**src/rtl/core/uart_16550_register_block_assert.svh**
```systemverilog
// Assertion macros for the UART register block.
// Used by rtl/core modules through a plain include; no other dependencies.
`ifndef UART_16550_REGISTER_BLOCK_ASSERT_SVH
`define UART_16550_REGISTER_BLOCK_ASSERT_SVH
`ifndef ASSERT_OFF
// Property must hold at every clock edge outside reset.
`define UART_ASSERT(label, clk, rst_n, prop) \
	label: assert property (@(posedge clk) disable iff (!rst_n) (prop)) \
		else $error("assertion failed");
// When cond holds, expr must hold in the same cycle.
`define UART_ASSERT_IMPL(label, clk, rst_n, cond, expr) \
	label: assert property (@(posedge clk) disable iff (!rst_n) (cond) |-> (expr)) \
		else $error("implication failed");
`else
`define UART_ASSERT(label, clk, rst_n, prop)
`define UART_ASSERT_IMPL(label, clk, rst_n, cond, expr)
`endif
`endif

```
**src/rtl/core/uart16550_pkg.sv**
```systemverilog
// Constants for the 16550-style UART register block.
// No dependencies; imported by uart_16550_register_block.
`default_nettype none
package uart16550_pkg;

	localparam logic [1:0] OP_READ   = 2'd0;
	localparam logic [1:0] OP_WRITE  = 2'd1;
	localparam logic [1:0] OP_RX     = 2'd2;
	localparam logic [1:0] OP_UNUSED = 2'd3;

	localparam logic [2:0] ADDR_RBR = 3'd0;
	localparam logic [2:0] ADDR_IER = 3'd1;
	localparam logic [2:0] ADDR_IIR = 3'd2;
	localparam logic [2:0] ADDR_LCR = 3'd3;
	localparam logic [2:0] ADDR_MCR = 3'd4;
	localparam logic [2:0] ADDR_LSR = 3'd5;
	localparam logic [2:0] ADDR_MSR = 3'd6;
	localparam logic [2:0] ADDR_SCR = 3'd7;

	localparam logic [2:0] IIR_NONE = 3'd1;
	localparam logic [2:0] IIR_THRE = 3'd2;
	localparam logic [2:0] IIR_RDA  = 3'd4;
	localparam logic [1:0] IIR_SEL_THRE = 2'd1;
	localparam logic [1:0] IIR_SEL_RDA  = 2'd2;

	localparam logic [15:0] DIV_RESET = 16'h00a0;
	localparam logic [3:0]  IER_MASK  = 4'hf;
	localparam logic [7:0]  LSR_BASE  = 8'h60;
	localparam logic [7:0]  MSR_VALUE = 8'h80;
	localparam logic [7:0]  LCR_BASE  = 8'h03;
	localparam logic [7:0]  LCR_DIV_ACCESS = 8'h80;

endpackage
`default_nettype wire

```
**src/rtl/core/uart_16550_register_block.sv**
```systemverilog
// 16550-style UART register file: bus reads/writes and received bytes, one result per item.
// Depends on uart16550_pkg and uart_16550_register_block_assert.svh.
`default_nettype none
`include "uart_16550_register_block_assert.svh"
// One item is accepted every cycle while in_stall is low. Each item is captured in an input
// register, the register file is updated and the result is computed when the item leaves it,
// and the result sits in an output register. in_stall is raised only while the output
// register holds an untaken result and the input register is also full. Read side effects
// (RBR and IIR interrupt acknowledge) apply when the item passes from the input register to
// the output register, in item order.
module uart_16550_register_block
	import uart16550_pkg::*;
(
	input  wire logic       clk,
	input  wire logic       arst_n,
	input  wire logic       in_valid,
	output logic            in_stall,
	input  wire logic [1:0] op,
	input  wire logic [2:0] bus_addr,
	input  wire logic [7:0] bus_data,
	output logic            out_valid,
	input  wire logic       out_stall,
	output logic [7:0]      read_data,
	output logic            tx_valid,
	output logic [7:0]      tx_byte,
	output logic            rx_accepted,
	output logic            irq_out
);

	logic       valid_s1;
	logic [1:0] op_s1;
	logic [2:0] addr_s1;
	logic [7:0] data_s1;

	logic       out_valid_q;
	logic [7:0] read_data_q;
	logic       tx_valid_q;
	logic [7:0] tx_byte_q;
	logic       rx_accepted_q;
	logic       irq_q;

	logic [7:0]  rx_holding_q;
	logic [15:0] divisor_q;
	logic [3:0]  int_enable_q;
	logic        dlab_q;
	logic [2:0]  int_ident_q;
	logic        rx_ready_q;
	logic        tx_pending_q;

	logic        advance;
	logic        fire;
	logic        pending;
	logic        ack;
	logic [7:0]  rd;
	logic        txv;
	logic        acc;
	logic [7:0]  rx_holding_d;
	logic [15:0] divisor_d;
	logic [3:0]  int_enable_d;
	logic        dlab_d;
	logic [2:0]  ident_mid;
	logic [2:0]  ident_d;
	logic        rx_ready_d;
	logic        tx_mid;
	logic        tx_d;

	assign advance  = !out_valid_q || !out_stall;
	assign fire     = valid_s1 && advance;
	assign in_stall = valid_s1 && !advance;

	assign pending = !int_ident_q[0];

	always_comb begin
		unique case (addr_s1)
			ADDR_RBR: rd = dlab_q ? divisor_q[7:0] : rx_holding_q;
			ADDR_IER: rd = dlab_q ? divisor_q[15:8] : {4'd0, int_enable_q};
			ADDR_IIR: rd = {5'd0, int_ident_q};
			ADDR_LCR: rd = dlab_q ? (LCR_BASE | LCR_DIV_ACCESS) : LCR_BASE;
			ADDR_LSR: rd = LSR_BASE | {7'd0, rx_ready_q};
			ADDR_MSR: rd = MSR_VALUE;
			default:  rd = 8'd0;
		endcase
	end

	always_comb begin
		rx_holding_d = rx_holding_q;
		divisor_d    = divisor_q;
		int_enable_d = int_enable_q;
		dlab_d       = dlab_q;
		ident_mid    = int_ident_q;
		rx_ready_d   = rx_ready_q;
		tx_mid       = tx_pending_q;
		txv          = 1'b0;
		acc          = 1'b0;
		ack          = 1'b0;
		unique case (op_s1)
			OP_READ: begin
				ack = pending && !dlab_q &&
					((int_ident_q[2:1] == IIR_SEL_RDA && addr_s1 == ADDR_RBR) ||
					 (int_ident_q[2:1] == IIR_SEL_THRE && addr_s1 == ADDR_IIR));
				if (ack) begin
					rx_ready_d   = 1'b0;
					ident_mid[0] = 1'b1;
				end
			end
			OP_WRITE: begin
				if (pending && int_ident_q[2:1] == IIR_SEL_THRE &&
					addr_s1 == ADDR_RBR && !dlab_q)
					ident_mid[0] = 1'b1;
				if (addr_s1 == ADDR_RBR) begin
					if (dlab_q)
						divisor_d[7:0] = data_s1;
					else begin
						txv    = 1'b1;
						tx_mid = 1'b1;
					end
				end else if (addr_s1 == ADDR_IER) begin
					if (dlab_q)
						divisor_d[15:8] = data_s1;
					else
						int_enable_d = data_s1[3:0] & IER_MASK;
				end else if (addr_s1 == ADDR_LCR) begin
					dlab_d = data_s1[7];
				end
			end
			OP_RX: begin
				if (!pending) begin
					rx_holding_d = data_s1;
					rx_ready_d   = 1'b1;
					acc          = 1'b1;
				end
			end
			default: ;
		endcase
	end

	always_comb begin
		ident_d = ident_mid;
		tx_d    = tx_mid;
		if (ident_mid[0] && op_s1 != OP_UNUSED) begin
			priority if (rx_ready_d && int_enable_d[0]) begin
				ident_d = IIR_RDA;
			end else if (tx_mid && int_enable_d[1]) begin
				tx_d    = 1'b0;
				ident_d = IIR_THRE;
			end else begin
				ident_d = ident_mid;
			end
		end
	end

	always_ff @(posedge clk or negedge arst_n) begin
		if (!arst_n) begin
			valid_s1 <= 1'b0;
		end else if (!in_stall) begin
			valid_s1 <= in_valid;
		end
	end

	always_ff @(posedge clk) begin
		if (in_valid && !in_stall) begin
			op_s1   <= op;
			addr_s1 <= bus_addr;
			data_s1 <= bus_data;
		end
	end

	always_ff @(posedge clk or negedge arst_n) begin
		if (!arst_n) begin
			out_valid_q  <= 1'b0;
			rx_holding_q <= 8'd0;
			divisor_q    <= DIV_RESET;
			int_enable_q <= 4'd0;
			dlab_q       <= 1'b0;
			int_ident_q  <= IIR_NONE;
			rx_ready_q   <= 1'b0;
			tx_pending_q <= 1'b0;
		end else begin
			if (advance)
				out_valid_q <= valid_s1;
			if (fire) begin
				rx_holding_q <= rx_holding_d;
				divisor_q    <= divisor_d;
				int_enable_q <= int_enable_d;
				dlab_q       <= dlab_d;
				int_ident_q  <= ident_d;
				rx_ready_q   <= rx_ready_d;
				tx_pending_q <= tx_d;
			end
		end
	end

	always_ff @(posedge clk) begin
		if (fire) begin
			read_data_q   <= (op_s1 == OP_READ) ? rd : 8'd0;
			tx_valid_q    <= txv;
			tx_byte_q     <= txv ? data_s1 : 8'd0;
			rx_accepted_q <= acc;
			irq_q         <= !ident_d[0];
		end
	end

	assign out_valid   = out_valid_q;
	assign read_data   = read_data_q;
	assign tx_valid    = tx_valid_q;
	assign tx_byte     = tx_byte_q;
	assign rx_accepted = rx_accepted_q;
	assign irq_out     = irq_q;

	`UART_ASSERT(a_ident_legal, clk, arst_n,
		int_ident_q[0] || int_ident_q == IIR_THRE || int_ident_q == IIR_RDA)
	`UART_ASSERT_IMPL(a_stall_cause, clk, arst_n, in_stall,
		valid_s1 && out_valid_q && out_stall)
	`UART_ASSERT_IMPL(a_irq_tracks_ident, clk, arst_n, out_valid_q,
		irq_q == !int_ident_q[0])
	`UART_ASSERT_IMPL(a_tx_exclusive, clk, arst_n, out_valid_q && tx_valid_q,
		read_data_q == 8'd0 && !rx_accepted_q)

endmodule
`default_nettype wire
```
**config.mk**
```make
export PLATFORM = sky130hd
export DESIGN_NAME = uart_16550_register_block
export DESIGN_NICKNAME = d
export VERILOG_FILES = /design/src/rtl/core/uart16550_pkg.sv /design/src/rtl/core/uart_16550_register_block.sv
export VERILOG_INCLUDE_DIRS = /design/src /design/src/rtl/core
export SDC_FILE = /design/constraint.sdc
export NUM_CORES = 1
export LEC_CHECK = 0
export BUFFER_PORTS_ARGS = -buffer_cell sky130_fd_sc_hd__buf_2
export CAP_MARGIN = 20
export CORE_ASPECT_RATIO = 0.5
export CORE_UTILIZATION = 40
export CTS_BUF_LIST = sky130_fd_sc_hd__clkbuf_16
export CTS_CLUSTER_SIZE = 14
export DETAILED_ROUTE_END_ITERATION = 7
export PLACE_DENSITY = 0.66
export SYNTH_ARGS = -nofsm -noshare
export SYNTH_HDL_FRONTEND = slang
export SYNTH_SLANG_ARGS = --single-unit
```
**constraint.sdc**
```tcl
create_clock -name clk -period 2.65 [get_ports clk]
set_input_delay 0 -clock clk [delete_from_list [all_inputs] [get_ports clk]]
set_output_delay 0 -clock clk [all_outputs]
set_load 0.1 [all_outputs]
```
[After elaboration in Yosys (flattened, before gate mapping)]
Index checks and enable logic that the tools add are counted.
Word-level totals
  register bits after elaboration: 68
  logic and storage cells: 91
  output and inout port bits: 21
  input port bits: 17
Operators by class
  equal/unequal tests: 10
  bitwise operators: 3
  muxes and demuxes: 27
  reductions and logical operators: 31
Operator list (number)
  $pmux 8 s6: 1
  $mux 8: 3
  $mux 1: 15
  $reduce_and 5->1: 3
  $logic_and 1x1->1: 13
  $mux 2: 4
  $logic_not 1->1: 7
  $eq 3x2->1 const B: 2
  $eq 3x3->1 const B: 2
  $mux 3: 2
  $reduce_and 3->1: 2
  $eq 2x1->1 const B: 2
  $eq 2x2->1 const B: 2
  $pmux 1 s2: 2
  $reduce_and 4->1: 1
  $eq 3x1->1 const B: 1
  $logic_not 3->1: 1
  $not 1->1: 3
  $logic_not 2->1: 1
  $logic_or 1x1->1: 2
  $ne 2x2->1 const B: 1
  $reduce_bool 2->1: 1

[Depth between registers and ports, before layout]
  word-level depth: 10
  depth in mapped cells: 7
  mapped depth without buffers: 5

[Worst setup path after synthesis]
No wires, ideal clock.
  path kind: reg-to-reg
  start: register out_valid_q, in the netlist out_valid
  end: register divisor_q[10]
  clock period less this slack: 2970 ps
  buffers on the path: 0
  stages on the path, launching flop included: 5
  data required time: 2525 ps
  slack: -320 ps
  arrival: 2845 ps
  setup time: 125 ps
  path through: dfrtp_1 -> a21boi_2 -> nand3_1 -> nor4_2 -> mux2_2
On the way
  longest elaborated chain between the ends: 4
Ends and longest elaborated chain
  start, declared: line uart_16550_register_block.sv:35  | logic out_valid_q;
  start signal, assigned: line uart_16550_register_block.sv:180  | out_valid_q <= valid_s1;
  $logic_not 1->1: line uart_16550_register_block.sv:67  | assign advance = !out_valid_q || !out_stall;
  $logic_or 1x1->1: line uart_16550_register_block.sv:67
  $logic_and 1x1->1: line uart_16550_register_block.sv:68  | assign fire = valid_s1 && advance;
  named net fire: line uart_16550_register_block.sv:51  | logic fire;
  $reduce_and 5->1 (no source line)
  end signal, assigned: line uart_16550_register_block.sv:183  | divisor_q <= divisor_d;
  end, declared: line uart_16550_register_block.sv:43  | logic [15:0] divisor_q;
The timed path passes the listed nets, and every way through them passes these cells.
A chain may end at the register's enable or synchronous reset.

[Final worst setup path]
  start: register op_s1[1]
  end: register int_ident_q[2]
On the way
  longest elaborated chain between the ends: 5
  elaborated cells between the ends (all ways): 14
  those cells by class: 3 x eq/ne; 5 x mux; 6 x reduce/logical
Ends and longest elaborated chain
  start, declared: line uart_16550_register_block.sv:31  | logic [1:0] op_s1;
  start signal, assigned: line uart_16550_register_block.sv:162  | op_s1 <= op;
  $eq 2x2->1 (tied with other cells): line uart_16550_register_block.sv:96  | unique case (op_s1)
  $pmux 1 s2 (tied with other cells): line uart_16550_register_block.sv:96
  $logic_and 1x1->1, on equally long branches: line uart_16550_register_block.sv:141, uart_16550_register_block.sv:143
  $reduce_bool 2->1 (no source line)
  $reduce_and 3->1 (no source line)
  end signal, assigned: line uart_16550_register_block.sv:186  | int_ident_q <= ident_d;
  end, declared: line uart_16550_register_block.sv:46  | logic [2:0] int_ident_q;
Several ways; a longest one is shown, not always the timed one.

==> impl_metrics.toml <==
[layout]
drive_gt1_share_pct = 35.7
diodes = 0
area_growth_pct = 27.8
fin_nets = 298

[clock_tree]
clkTransAtPathRegs_ps = 60
cts_resized = 0
cts_tree = "yes"
post-cts-setup-buffers = 0
clock-sinks = 68
clkLatencyLatePin_ps = 340
h-tree-depth = 3
max-clock-path-buffers = 2
numCtsBuffers = 9
cts-root-buf = "clkbuf_16"
cts_hold_buf = 16

[synthesis]
synth.top_cell.area_share_pct = 32.3
netlist-cell-type-count = 46
ys_ff_latch = 68
synth_common_cells = "dfrtp_1 (33), edfxtp_1 (32), mux2_2 (30)"
synth_warnings = 0
async_flop_share_pct = 52.9
avgSynthCellArea_sq_um = 13.6
syn_inst = 219
synth_area_leader_cell = "edfxtp_1"
yosysMostFrequentCell = "dfrtp_1"
synth_edf_count = 32
synthesis.nets = 236
synth_flop_cell = "dfrtp_1"
ys_seq_area_share_pct = 62.6
syn_area_sq_um = 2980
ys_top_cells_by_area = "edfxtp_1 (32%), dfrtp_1 (28%), mux2_2 (11%)"

[timing]
tightest_slew_ps = 827
finalHoldViolations = 0
fin_crit_ps = 2410
fin_crit_sh_pct = 90.9
finalWorstSetupSlack_ps = 240
setup_viol = 0
fmax_mhz = 415
finClkSkew_ps = 5.97
rsz0062_at_grt = "false"
maxSlewViolCount = 0
finalSetupTns_ps = 0
relSlewSlack_pct = 44.9

[pwr]
ir_worst_vdd_mv = 0.355
p_leak_nw = 1.62
power.density_nw_per_um2 = 897
pwr-share-clk_pct = 38.9
power.switching_mw = 0.961
netSwitchingFraction_pct = 28.1
power_frac_comb_pct = 19.8
seqPwrFrac_pct = 41.3
p_int_mw = 2.45

[flow_run]
max_cap_viol_count = 0

[die]
die_h_um = 63.0
core_sq_um = 6940
dieArea_sq_um = 7820
die_w_um = 124
io-pin-count = 38
rows = 21
start_util_pct = 42.9

[route]
drt-initial-drc-count = 110
drc = 0
wl_per_cell_um = 16.7
drtPass1Iterations = 4
ant_nets = 0
via_per_inst = 5.25
vias = 1984
wl_um = 6320

[placement]
dp_hpwl_um = 4150
place_ws_ps = 246
io_buffers = 37
gp_congestion = 0.838

[global_routing]
track_usage_pct = 18.4
grt_max_degree = 37
grt_pass1_wl_um = 10300
grt_overflow_total = 0
antenna_found_initial = 0
grt_pass1_vias = 1935

[critical_path]
r2r_slack_ps = 240
cp_max_fo = 8
crit_type = "register to register"
start_kind = "register"
arrival_ps = 2630
required_ps = 2870
critPathCaptureType = "register"

[status]
status = "complete, no violations"

[hold_path]
min_path_type = "input pin to asynchronous set/reset pin"
[power groups by stage]
| stage | registers, mW | clock network, mW | logic [mW] |
|---|---|---|---|
| CTS | 1.41 | 1.35 | 0.679 |
| finish | 1.41 | 1.33 | 0.677 |
| global placement | 1.41 | 0 | 0.644 |
| floorplan | 1.57 | 0 | 0.357 |
| global route | 1.43 | 1.40 | 0.728 |
| detailed placement | 1.42 | 0 | 0.661 |
[state kept, by name, indices dropped and copies added (netlist names)]
name and flops:
op_s1 2, dlab_q 1, rx_accepted 1, divisor_q 16, tx_pending_q 1, rx_ready_q 1
int_ident_q 3, tx_byte 8, out_valid 1, rx_holding_q 8, valid_s1 1, data_s1 8
irq_out 1, tx_valid 1, int_enable_q 4, read_data 8, addr_s1 3
[critical path: stages (launching register included)]
cell and delay [ps]:
edfxtp_1 520, or4b_4 570, nor3_4 250, a311oi_2 200, or4_4 570, a21o_1 190
[final cells by class]
type	count	area, sq um
multi-input cells	134	1060
fillers	586	3130
flip-flops and latches	68	1870
clock inverters	7	106
inverters	6	22.5
well taps	92	115
repair buffers	62	413
clock buffers	9	225
[layer usage]
layer	up-vias	global-route usage [%]	part of all wire, %
met2	60	26.3	44
met5	-	0	0
met4	0	8.93	2.6
li1	929	-	-
met3	13	5.93	6.5
met1	982	25.0	46
[final timing paths]
kind | startpoint | to | cells after the start
min in group clk | bus_data[1] | data_s1[1] | 2
min | arst_n | rx_holding_q[5] | 2
min reg2reg | valid_s1 | out_valid | 1
max | op_s1[1] | int_ident_q[2] | 5
max in group asynchronous | arst_n | rx_ready_q | 2
max reg2reg | op_s1[1] | int_ident_q[2] | 5
[metrics by stage]
| step | util (%) | power [mW] | hold slack, ps | cells | cell area [sq um] |
|---|---|---|---|---|---|
| 3_3_place_gp | 47.8 | 2.06 | 135 | 346 | 3310 |
| 6_report | 54.9 | 3.42 | 310 | 378 | 3810 |
| 3_5_place_dp | 47.8 | 2.08 | 150 | 346 | 3310 |
| 2_1_floorplan | - | 1.93 | -296 | 219 | 3000 |
| 5_1_grt | 54.9 | 3.56 | 371 | 378 | 3810 |
| 4_1_cts | 54.9 | 3.44 | 333 | 378 | 3810 |
[placed cells by master, fill, tap and decap left out, types with 2 or more instances in the layout]
master         synthesis  final
a211oi_1               2      2
a21o_1                 3      3
a21oi_1               10     10
and2_1                10     10
buf_2                  0     37
buf_4                  0      9
bufinv_16              0      3
clkbuf_16              0      9
clkinv_1               0      2
dfrtp_1               33     33
dfstp_2                3      3
dlygate4sd3_1          0     16
edfxtp_1              32     32
inv_1                  6      7
mux2_2                30     30
mux2i_1                8      8
nand2_1               10     10
nand2b_1               3      3
nand3_1                3      3
nor2_1                15     15
nor2b_1                3      3
nor3_1                 7      7
nor4_1                 2      2
or3_1                  3      3
[cell families after synthesis]
family / share of synthesized area [%]
simple gates: 12.7
mux: 14.9
flops: 62.6
compound gates: 7.39
buf+inv: 2.39
Power figures use the tool's default switching activity.
